$ cat src/rtl/button_press_duration_classifier_unit_assert.svh
`ifndef BUTTON_PRESS_DURATION_CLASSIFIER_UNIT_ASSERT_SVH
`define BUTTON_PRESS_DURATION_CLASSIFIER_UNIT_ASSERT_SVH

// same-cycle implication, checked outside reset
`define BPDC_ASSERT_NOW(label, ante, cons, msg) \
  label: assert property (@(posedge clk) disable iff (!rst_n) (ante) |-> (cons)) \
    else $error(msg);

// next-cycle implication, checked outside reset
`define BPDC_ASSERT_NEXT(label, ante, cons, msg) \
  label: assert property (@(posedge clk) disable iff (!rst_n) (ante) |=> (cons)) \
    else $error(msg);

`endif

$ cat src/rtl/bpdc_pkg.sv
package bpdc_pkg;

  localparam int unsigned TimeW   = 32;
  localparam int unsigned ThreshW = 16;
  localparam int unsigned ButtonW = 8;
  localparam int unsigned CodeW   = 3;
  localparam int unsigned IdxW    = 3;
  localparam int unsigned CfgDataW = 16;

  typedef enum logic [CodeW-1:0] {
    EV_NONE       = 3'd0,
    EV_SHORT      = 3'd1,
    EV_LONG1_REL  = 3'd2,
    EV_LONG2_REL  = 3'd3,
    EV_LONG1_HOLD = 3'd4,
    EV_LONG2_HOLD = 3'd5
  } ev_code_t;

  localparam logic [IdxW-1:0] CFG_DEBOUNCE = 3'd0;
  localparam logic [IdxW-1:0] CFG_SHORT    = 3'd1;
  localparam logic [IdxW-1:0] CFG_LONG1    = 3'd2;
  localparam logic [IdxW-1:0] CFG_LONG2    = 3'd3;
  localparam logic [IdxW-1:0] CFG_POLARITY = 3'd4;
  localparam logic [IdxW-1:0] CFG_BUTTON   = 3'd5;

  localparam logic [ThreshW-1:0] RST_DEBOUNCE = 16'd50;
  localparam logic [ThreshW-1:0] RST_SHORT    = 16'd50;
  localparam logic [ThreshW-1:0] RST_LONG1    = 16'd1000;
  localparam logic [ThreshW-1:0] RST_LONG2    = 16'd3000;
  localparam logic               RST_PRESSED  = 1'b0;
  localparam logic [ButtonW-1:0] RST_BUTTON   = 8'd0;
  localparam logic               RST_LAST_LVL = 1'b1;

  typedef struct packed {
    logic [ThreshW-1:0] debounce_ms;
    logic [ThreshW-1:0] short_ms;
    logic [ThreshW-1:0] long1_ms;
    logic [ThreshW-1:0] long2_ms;
    logic               pressed_level;
    logic [ButtonW-1:0] button_number;
  } cfg_t;

  typedef struct packed {
    logic             pin_level;
    logic [TimeW-1:0] now_ms;
  } item_t;

  typedef struct packed {
    ev_code_t           event_code;
    logic [ButtonW-1:0] event_button;
  } result_t;

  typedef struct packed {
    logic hold1_reported;
    logic hold2_reported;
  } status_t;

endpackage

$ cat src/rtl/bpdc_cfg_regs.sv
module bpdc_cfg_regs
  import bpdc_pkg::*;
(
  input  logic                clk,
  input  logic                rst_n,
  input  logic                cfg_wr_en,
  input  logic [IdxW-1:0]     cfg_index,
  input  logic [CfgDataW-1:0] cfg_wdata,
  output cfg_t                cfg
);

  cfg_t cfg_r;
  cfg_t cfg_nxt;

  always_comb begin
    cfg_nxt = cfg_r;
    if (cfg_wr_en) begin
      unique case (cfg_index)
        CFG_DEBOUNCE: cfg_nxt.debounce_ms   = cfg_wdata;
        CFG_SHORT:    cfg_nxt.short_ms      = cfg_wdata;
        CFG_LONG1:    cfg_nxt.long1_ms      = cfg_wdata;
        CFG_LONG2:    cfg_nxt.long2_ms      = cfg_wdata;
        CFG_POLARITY: cfg_nxt.pressed_level = cfg_wdata[0];
        CFG_BUTTON:   cfg_nxt.button_number = cfg_wdata[ButtonW-1:0];
        default: ;
      endcase
    end
  end

  always_ff @(posedge clk) begin
    if (!rst_n) begin
      cfg_r.debounce_ms   <= RST_DEBOUNCE;
      cfg_r.short_ms      <= RST_SHORT;
      cfg_r.long1_ms      <= RST_LONG1;
      cfg_r.long2_ms      <= RST_LONG2;
      cfg_r.pressed_level <= RST_PRESSED;
      cfg_r.button_number <= RST_BUTTON;
    end else begin
      cfg_r <= cfg_nxt;
    end
  end

  assign cfg = cfg_r;

endmodule

$ cat src/rtl/bpdc_classify.sv
module bpdc_classify
  import bpdc_pkg::*;
(
  input  logic    clk,
  input  logic    rst_n,
  input  cfg_t    cfg,
  input  logic    adv,
  input  item_t   item,
  output result_t res,
  output status_t sts
);

  logic [TimeW-1:0] press_start_r;
  logic [TimeW-1:0] press_start_nxt;
  logic             last_level_r;
  logic             last_level_nxt;
  logic             hold1_r;
  logic             hold1_nxt;
  logic             hold2_r;
  logic             hold2_nxt;

  logic [TimeW-1:0] held;
  logic             ge_short;
  logic             ge_long1;
  logic             ge_long2;
  logic             gt_deb;
  logic             band1;
  ev_code_t         ev;

  assign held     = item.now_ms - press_start_r;
  assign ge_short = held >= TimeW'(cfg.short_ms);
  assign ge_long1 = held >= TimeW'(cfg.long1_ms);
  assign ge_long2 = held >= TimeW'(cfg.long2_ms);
  assign gt_deb   = held >  TimeW'(cfg.debounce_ms);
  assign band1    = ge_long1 && !ge_long2;

  always_comb begin
    press_start_nxt = press_start_r;
    last_level_nxt  = last_level_r;
    hold1_nxt       = hold1_r;
    hold2_nxt       = hold2_r;
    ev              = EV_NONE;
    if (item.pin_level == last_level_r) begin
      if (item.pin_level == cfg.pressed_level) begin
        priority if (band1 && !hold1_r) begin
          hold1_nxt = 1'b1;
          ev        = EV_LONG1_HOLD;
        end else if (ge_long2 && !hold2_r) begin
          hold2_nxt = 1'b1;
          ev        = EV_LONG2_HOLD;
        end else begin
          ev = EV_NONE;
        end
      end
    end else begin
      last_level_nxt = item.pin_level;
      if (item.pin_level == cfg.pressed_level) begin
        press_start_nxt = item.now_ms;
      end else if (gt_deb) begin
        priority if (ge_short && !ge_long1) begin
          ev = EV_SHORT;
        end else if (band1) begin
          hold1_nxt = 1'b0;
          hold2_nxt = 1'b0;
          ev        = EV_LONG1_REL;
        end else if (ge_long2) begin
          hold1_nxt = 1'b0;
          hold2_nxt = 1'b0;
          ev        = EV_LONG2_REL;
        end else begin
          ev = EV_NONE;
        end
      end
    end
  end

  always_ff @(posedge clk) begin
    if (!rst_n) begin
      press_start_r <= '0;
      last_level_r  <= RST_LAST_LVL;
      hold1_r       <= 1'b0;
      hold2_r       <= 1'b0;
    end else if (adv) begin
      press_start_r <= press_start_nxt;
      last_level_r  <= last_level_nxt;
      hold1_r       <= hold1_nxt;
      hold2_r       <= hold2_nxt;
    end
  end

  assign res.event_code     = ev;
  assign res.event_button   = cfg.button_number;
  assign sts.hold1_reported = hold1_r;
  assign sts.hold2_reported = hold2_r;

endmodule

$ cat src/rtl/button_press_duration_classifier_unit.sv
// channel  | handshake          | payload
// ---------+--------------------+-------------------------------------
// in       | in_valid/in_stall  | in_pin_level, in_now_ms
// out      | out_valid/out_stall| out_event_code, out_event_button
// cfg      | cfg_wr_en          | cfg_index, cfg_wdata
//
// One item per cycle sustained while out_stall is low; an accepted item is
// held in the input stage (item_r), then enters res_r and raises out_valid.
// The classifier state advances as an item enters the result register.
// Synchronous active-low reset restores register defaults and press state.
// A stalled result holds; a new item is still taken while the input stage is empty.
module button_press_duration_classifier_unit
  import bpdc_pkg::*;
(
  input  logic                clk,
  input  logic                rst_n,
  input  logic                in_valid,
  output logic                in_stall,
  input  logic                in_pin_level,
  input  logic [TimeW-1:0]    in_now_ms,
  output logic                out_valid,
  input  logic                out_stall,
  output logic [CodeW-1:0]    out_event_code,
  output logic [ButtonW-1:0]  out_event_button,
  input  logic                cfg_wr_en,
  input  logic [IdxW-1:0]     cfg_index,
  input  logic [CfgDataW-1:0] cfg_wdata
);

`include "button_press_duration_classifier_unit_assert.svh"

  cfg_t    cfg;
  item_t   item_r;
  logic    in_vld_r;
  logic    in_vld_nxt;
  logic    out_vld_r;
  logic    out_vld_nxt;
  result_t res_r;
  result_t res_c;
  status_t sts;
  logic    in_acc;
  logic    adv;

  bpdc_cfg_regs u_cfg (
    .clk       (clk),
    .rst_n     (rst_n),
    .cfg_wr_en (cfg_wr_en),
    .cfg_index (cfg_index),
    .cfg_wdata (cfg_wdata),
    .cfg       (cfg)
  );

  bpdc_classify u_cls (
    .clk   (clk),
    .rst_n (rst_n),
    .cfg   (cfg),
    .adv   (adv),
    .item  (item_r),
    .res   (res_c),
    .sts   (sts)
  );

  assign adv      = in_vld_r && (!out_vld_r || !out_stall);
  assign in_stall = in_vld_r && out_vld_r && out_stall;
  assign in_acc   = in_valid && !in_stall;

  always_comb begin
    in_vld_nxt = in_vld_r;
    if (in_acc) begin
      in_vld_nxt = 1'b1;
    end else if (adv) begin
      in_vld_nxt = 1'b0;
    end
    out_vld_nxt = out_vld_r;
    if (adv) begin
      out_vld_nxt = 1'b1;
    end else if (!out_stall) begin
      out_vld_nxt = 1'b0;
    end
  end

  always_ff @(posedge clk) begin
    if (!rst_n) begin
      in_vld_r  <= 1'b0;
      out_vld_r <= 1'b0;
    end else begin
      in_vld_r  <= in_vld_nxt;
      out_vld_r <= out_vld_nxt;
    end
  end

  // hold payload unless a new item moves in, and the result unless adv
  always_ff @(posedge clk) begin
    if (in_acc) begin
      item_r.pin_level <= in_pin_level;
      item_r.now_ms    <= in_now_ms;
    end
    if (adv) begin
      res_r <= res_c;
    end
  end

  assign out_valid        = out_vld_r;
  assign out_event_code   = res_r.event_code;
  assign out_event_button = res_r.event_button;

  `BPDC_ASSERT_NEXT(a_adv_fills_out, adv, out_vld_r, "advanced item missing at output")
  `BPDC_ASSERT_NEXT(a_hold1_sets, adv && (res_c.event_code == EV_LONG1_HOLD),
                    sts.hold1_reported, "long1 hold flag not set")
  `BPDC_ASSERT_NEXT(a_long_rel_clears,
                    adv && ((res_c.event_code == EV_LONG1_REL) ||
                            (res_c.event_code == EV_LONG2_REL)),
                    !sts.hold1_reported && !sts.hold2_reported,
                    "hold flags not cleared on long release")
  `BPDC_ASSERT_NOW(a_hold2_once, adv && sts.hold2_reported,
                   res_c.event_code != EV_LONG2_HOLD, "long2 hold reported twice")

endmodule
$ cat config.mk
export PLATFORM = sky130hd
export DESIGN_NAME = button_press_duration_classifier_unit
export DESIGN_NICKNAME = d
export VERILOG_FILES = /design/src/rtl/bpdc_pkg.sv /design/src/rtl/bpdc_cfg_regs.sv /design/src/rtl/bpdc_classify.sv /design/src/rtl/button_press_duration_classifier_unit.sv
export VERILOG_INCLUDE_DIRS = /design/src /design/src/rtl
export SDC_FILE = /design/constraint.sdc
export NUM_CORES = 1
export LEC_CHECK = 0
export ABC_CLOCK_PERIOD_IN_PS = 5600
export BUFFER_PORTS_ARGS = -buffer_cell sky130_fd_sc_hd__buf_4
export CAP_MARGIN = 20
export CORE_MARGIN = 1.5
export CORE_UTILIZATION = 38
export CTS_CLUSTER_DIAMETER = 40
export DETAILED_ROUTE_END_ITERATION = 8
export PLACE_DENSITY_LB_ADDON = 0.08
export SLEW_MARGIN = 25
export SYNTH_ARGS = -nofsm -noshare
export SYNTH_HDL_FRONTEND = slang
export SYNTH_SLANG_ARGS = --single-unit
$ cat constraint.sdc
create_clock -name clk -period 5.6 [get_ports clk]
set_clock_uncertainty 0.2 [all_clocks]
set_input_delay 0.28 -clock clk [delete_from_list [all_inputs] [get_ports clk]]
set_output_delay 0.28 -clock clk [all_outputs]
set_load 0.01 [all_outputs]
# Yosys cells after proc, flatten, opt, wreduce, memory -nomap -nowiden
# Cells that the tools add are included.
dict set report totals {
  register_bits 154
  wordCells 91
  latchBits 0
  out_inout_bits 13
  mem_count 0
  in_bits 57
  ram_bits 0
  mem_bits_ro 0
}
dict set report op_classes {
  multipliers 0
  mux 25
  eq_ne 14
  n_reduce_logical 30
  shift 0
  n_lt_le_gt_ge 4
  addsub 1
  n_bitwise 1
  div 0
}
# op count
set ops {}
lappend ops {{32-bit by 16-bit >= comparator with 1-bit output} 3}
lappend ops {{32-bit by 16-bit greater-than comparator with 1-bit output} 1}
lappend ops {{32-bit subtractor} 1}
lappend ops {{3-bit two-way mux} 8}
lappend ops {{1-bit two-way mux} 16}
lappend ops {{2-bit AND reduction} 7}
lappend ops {{1-bit logical AND} 8}
lappend ops {{2-bit inequality test, second input constant} 4}
lappend ops {{8-bit AND reduction} 1}
lappend ops {{1-bit zero test} 7}
lappend ops {{7-bit AND reduction} 1}
lappend ops {{3-bit by 2-bit == test with 1-bit output, second input constant} 2}
lappend ops {{3-bit == test, second input constant} 2}
lappend ops {{2-bit by 1-bit inequality test with 1-bit output, second input constant} 3}
lappend ops {{2-bit nonzero test} 2}
lappend ops {{3-bit by 1-bit == test with 1-bit output, second input constant} 1}
lappend ops {{3-bit zero test} 1}
lappend ops {{3-bit AND reduction} 1}
lappend ops {{3-bit nonzero test} 1}
lappend ops {{1-bit == test} 2}
lappend ops {{2-bit two-way mux} 1}
lappend ops {{1-bit logical OR} 1}
lappend ops {{1-bit NOT} 1}

# Depth between registers and ports, before layout
dict set report depth {
  depth_word 9
  mapped_depth 21
  mapped_depth_nobuf 21
}

# Hierarchy
# Synthesis repeated with hierarchy kept, for this count alone.
dict set report unflattened {
  hier_cells 1060
  area_unflattened_um2 9364.0
}
# mod cells_each n_inst seq_area_each_um2 area_each_um2
set by_module_without_submodules {}
lappend by_module_without_submodules {bpdc_classify 737 1 700.7 5157.4}
lappend by_module_without_submodules {bpdc_cfg_regs 271 1 1461.4 2801.4}
lappend by_module_without_submodules {button_press_duration_classifier_unit 52 1 1361.3 1405.1}

# Worst setup path after synthesis
# OpenSTA, ideal clock, no wires.
dict set report synth_timing {
  path_kind {flip-flop to flip-flop}
  from {reg item_r[1] (netlist name)}
  to {reg u_cls.hold1_r}
  slack_ns 1.621
  synth_period_minus_slack_ns 3.979
  setup_ns 0.120
  required_ns 5.280
  path_stages_with_launch 18
  path_buffers 0
  t_arrival_ns 3.659
  path_cell_list {edfxtp_1 ha_1 nor2b_1 o2111ai_2 a2111oi_4 o21ai_0 nand2_1 xor2_1 ha_1 a21o_1 a21o_1 a211oi_1 nand3_1 a21oi_1 nor2_1 a31o_2 o21ai_1 o22ai_1}
}
dict set report synth_between {
  elab_chain_len 9
  elab_cells_between_ends 20
  cone_classes {add/sub: 1; order compare: 4; eq/ne: 2; mux: 5; reduce/logical: 8}
}
# element line_no
set synth_rtl {}
lappend synth_rtl {{start: declaration} button_press_duration_classifier_unit.sv:33} ;# item_t item_r;
lappend synth_rtl {{32-bit subtractor (*)} bpdc_classify.sv:30} ;# assign held = item.now_ms - press_start_r;
lappend synth_rtl {{32-bit by 16-bit >= comparator with 1-bit output} bpdc_classify.sv:33} ;# assign ge_long2 = held >= TimeW'(cfg.long2_ms);
lappend synth_rtl {{1-bit zero test} bpdc_classify.sv:35} ;# assign band1 = ge_long1 && !ge_long2;
lappend synth_rtl {{1-bit logical AND} bpdc_classify.sv:35}
lappend synth_rtl {{1-bit two-way mux} bpdc_classify.sv:62} ;# end else if (band1) begin
lappend synth_rtl {{1-bit two-way mux} bpdc_classify.sv:60} ;# priority if (ge_short && !ge_long1) begin
lappend synth_rtl {{1-bit two-way mux} bpdc_classify.sv:59} ;# end else if (gt_deb) begin
lappend synth_rtl {{1-bit two-way mux} bpdc_classify.sv:57} ;# if (item.pin_level == cfg.pressed_level) begin
lappend synth_rtl {{1-bit two-way mux} bpdc_classify.sv:43} ;# if (item.pin_level == last_level_r) begin
lappend synth_rtl {{end signal: assignment} bpdc_classify.sv:86} ;# hold1_r <= hold1_nxt;
lappend synth_rtl {{end: declaration} bpdc_classify.sv:17} ;# logic hold1_r;
# Every way passes the cells marked *; elsewhere a longest branch is shown, timed or not. The select of a mux whose other input is x is not followed.
# A chain may end at the register's enable or synchronous reset.

# Final worst setup path
dict set report layout_timing {
  from {reg item_r[0] (netlist name)}
  to {reg u_cls.hold2_r}
}
dict set report layout_between {
  elab_chain_len 9
  elab_cells_between_ends 22
  cone_classes {add/sub: 1; order compare: 4; eq/ne: 3; mux: 5; reduce/logical: 9}
}
# element line_no
set layout_rtl {}
lappend layout_rtl {{32-bit subtractor (*)} bpdc_classify.sv:30}
lappend layout_rtl {{32-bit by 16-bit >= comparator with 1-bit output} bpdc_classify.sv:33}
lappend layout_rtl {{1-bit zero test} bpdc_classify.sv:35}
lappend layout_rtl {{1-bit logical AND} bpdc_classify.sv:35}
lappend layout_rtl {{1-bit two-way mux} bpdc_classify.sv:62}
lappend layout_rtl {{1-bit two-way mux} bpdc_classify.sv:60}
lappend layout_rtl {{1-bit two-way mux} bpdc_classify.sv:59}
lappend layout_rtl {{1-bit two-way mux} bpdc_classify.sv:57}
lappend layout_rtl {{1-bit two-way mux} bpdc_classify.sv:43}
lappend layout_rtl {{end signal: assignment} bpdc_classify.sv:87} ;# hold2_r <= hold2_nxt;
lappend layout_rtl {{end: declaration} bpdc_classify.sv:19} ;# logic hold2_r;
# Marks and branches as above.

==> flow_metrics.tcl <==
set metrics [dict create \
    ioPinCount 70 \
    switching_share 0.297 \
    timing.final.max_slew_violations 0 \
    grt_pass1_wl_um 39300 \
    synth.distinct_cells 78 \
    wire_per_inst_um 15.9 \
    drv_cap 0 \
    yosysMostFrequentCell "nand2_1" \
    grt_overflow 0 \
    fin_tns_setup_ns 0 \
    worst-path-buf-inv 1 \
    max_slew_margin 0.340 \
    crit_family "compound AO/OA/AOI/OAI gates" \
    post-route-period-util 0.823 \
    yosysWarnings 0 \
    synth_cells 1076 \
    clockPowerShare 0.391 \
    dr.pass1.iters 6 \
    leakagePower_nw 4.27 \
    status "completed" \
    netlist_area_um2 9220 \
    combPwrFrac 0.208 \
    final_cells 1513 \
    dp_worst_setup_slack_ns 0.963 \
    grtUsageTotal 0.195 \
    cts_resized 0 \
    path_max_fanout 4 \
    synth_seq_cells 154 \
    drc 0 \
    rsz0062_at_grt "no" \
    final_area_um2 11200 \
    grt_pass1_vias 7244 \
    ir_drop_mv 0.190 \
    grt_max_degree 111 \
    via_per_inst 5.10 \
    port_buffers 69 \
    synth_top_area_frac 0.239 \
    antenna_found_initial 0 \
    cp-start-kind "flip-flop" \
    cts_buffer_depth 2 \
    slowest_delay_ns 0.55 \
    fmax_ghz 0.217 \
    synth_ff_type "dfxtp_1" \
    postLayoutCoreUtil 0.472 \
    path_class "reg -> reg" \
    core_area_um2 23600 \
    required_ns 5.74 \
    gp_congestion 0.835 \
    insertion_delay_ns 0.43 \
    antennaDiodeCount 0 \
    setup_viol 0 \
    nNetsFinal 1334 \
    wl_um 24000 \
    dpl.hpwl_um 17500 \
    pwr-share-seq 0.401 \
    cts_tree "done" \
    cts.htree.levels 4 \
    clk_pin_slew_worst_paths_ns 0.07 \
    drive_above_1_share 0.113 \
    finalHoldViolCount 0 \
    power_density_nw_per_um2 270 \
    dieHeight_um 159 \
    seq_area_frac_synth 0.382 \
    async_flop_share 0 \
    setup_slack_ns 0.989 \
    min_path_type "in -> reg" \
    numCtsBuffers 17 \
    syn_to_final_growth_pct 20.9 \
    worst_pin_slew_ns 0.988 \
    critical_path_arrival_ns 4.75 \
    synth_edf_count 44 \
    synth_common_cells "234 x nand2_1, 110 x dfxtp_1, 102 x inv_1" \
    clkSinkCount 154 \
    crit_chain "inv_1 > ha_1 > fa_1 > nor2b_1 > o2111ai_1 > nand2_1 > and2_1 > a21oi_1 > xnor2_1 > ha_1 > a21o_1 > a211oi_1 > o211ai_1 > a221oi_1 > a21oi_1 > nor2_1 > a31o_2 > o21ai_1 > a211oi_1" \
    synth.largest_area_cell "dfxtp_1" \
    ant_nets 0 \
    dpl-instance-area_um2 10000 \
    synth.avg_cell_area_um2 8.57 \
    p_int_mw 2.12 \
    synth_nets 1229 \
    dp.cells 1430 \
    initial_core_util 0.391 \
    cp-end-kind "flip-flop" \
    drtIter0Drc 460 \
    rows 56 \
    p_switching_mw 0.896 \
    die-area_um2 25200 \
    root_buffer "clkbuf_16" \
    fin_crit_ns 4.61 \
    die_x_um 159 \
    vias 7717 \
    slowest_stage "a221oi_1" \
    synth_area_leaders "dfxtp_1 24%, edfxtp_1 14%, ha_1 13%" \
]
-- power groups by stage --
stage,clock [mW],sequential (mW),combinational [mW]
after detailed placement,0,1.23,0.596
after CTS,1.21,1.21,0.629
final,1.18,1.21,0.627
after global routing,1.25,1.21,0.711
after global placement,0,1.23,0.599
after floorplan,0,1.23,0.413
-- per-layer routing --
| metal | part of all wire | track usage | up-vias |
|---|---|---|---|
| met2 | 0.44 | 0.305 | 141 |
| li1 | - | - | 3988 |
| met5 | 0 | 0 | - |
| met4 | 0.012 | 0.0498 | 0 |
| met3 | 0.031 | 0.0306 | 16 |
| met1 | 0.51 | 0.279 | 3572 |
-- through the flow --
| stage | hold slack [ns] | total power, mW |
|---|---|---|
| after floorplan | 0.179 | 1.64 |
| after global placement | 0.213 | 1.83 |
| after detailed placement | 0.215 | 1.83 |
| after CTS | 0.121 | 3.05 |
| after global routing | 0.157 | 3.18 |
| final | 0.0960 | 3.01 |
-- worst reg2reg max path: stages, from the launching register on --
cell       delay, ns
edfxtp_1        0.34
inv_1           0.05
ha_1            0.22
fa_1            0.40
nor2b_1         0.18
o2111ai_1       0.20
nand2_1         0.14
and2_1          0.16
a21oi_1         0.09
xnor2_1         0.34
ha_1            0.32
a21o_1          0.18
a211oi_1        0.31
o211ai_1        0.15
a221oi_1        0.55
a21oi_1         0.14
nor2_1          0.11
a31o_2          0.19
o21ai_1         0.09
a211oi_1        0.19
-- logic make-up (layout without fill, tap and decap cells) --
family | after synthesis | in the layout | share of synthesized area
AND/OR/NAND/NOR | 370 | 370 | 0.181
AO/OA/AOI/OAI | 286 | 286 | 0.219
flip-flops | 154 | 154 | 0.382
buffers and inverters | 143 | 261 | 0.0598
adder cells (fa/ha/maj) | 96 | 96 | 0.131
XOR/XNOR | 20 | 20 | 0.0190
multiplexers | 7 | 7 | 0.00827
-- path summary, 6_finish.rpt --
kind              slack (ns)  cells past startpoint                   to         start
hold reg to reg         0.23                      0  out_event_button[3]  u_cfg.cfg[3]
hold / removal           0.1                      2   u_cls.last_level_r         rst_n
setup / recovery        0.99                     19        u_cls.hold2_r     item_r[0]
setup reg to reg        0.99                     19        u_cls.hold2_r     item_r[0]
-- sequential cells by signal, indices dropped and copies added, names as in the netlist, 3 cells and up --
signal               flops
out_event_button         8
item_r                  33
u_cls.press_start_r     32
out_event_code           3
u_cfg.cfg               73
-- layout by cell type, fill, tap and decap left out, types with 5 or more instances in the layout --
| cell | netlist | routed |
|---|---|---|
| buf_4 | 1 | 75 |
| nand2_1 | 234 | 234 |
| edfxtp_1 | 44 | 44 |
| xnor2_1 | 12 | 12 |
| a21oi_1 | 45 | 45 |
| clkbuf_16 | 0 | 18 |
| a21boi_0 | 87 | 87 |
| o21a_1 | 14 | 14 |
| xor2_1 | 8 | 8 |
| o21ai_0 | 35 | 35 |
| and2_1 | 5 | 5 |
| nor3_1 | 13 | 11 |
| nor2b_1 | 7 | 6 |
| a211oi_1 | 9 | 9 |
| mux2i_1 | 5 | 5 |
| a21o_1 | 21 | 21 |
| inv_1 | 102 | 102 |
| nand3_1 | 13 | 13 |
| dlygate4sd3_1 | 0 | 51 |
| and3_1 | 5 | 5 |
| dfxtp_1 | 110 | 110 |
| a2111oi_0 | 5 | 5 |
| nor2_1 | 37 | 37 |
| nand2b_1 | 7 | 7 |
| or2_2 | 5 | 5 |
| o31ai_1 | 5 | 5 |
| nor4_1 | 6 | 6 |
| o211ai_1 | 25 | 25 |
| o2111ai_1 | 5 | 5 |
| nand4_1 | 14 | 14 |
| ha_1 | 95 | 95 |
-- what timing repair did --
item | 4_1_cts | 5_1_grt
hold buffers | 51 | 0
buffers inserted | 0 | 0
endpoints found under the hold margin | 108 | 0
-- layout make-up --
class	instances	area [um2]
inverter	102	383
timing repair buffer	127	1080
fill	2324	12500
clock inverter	13	130
multi-input combinational	779	5170
tap	319	399
clock buffer	19	464
sequential	154	3520
(Power assumes the default switching activity.)
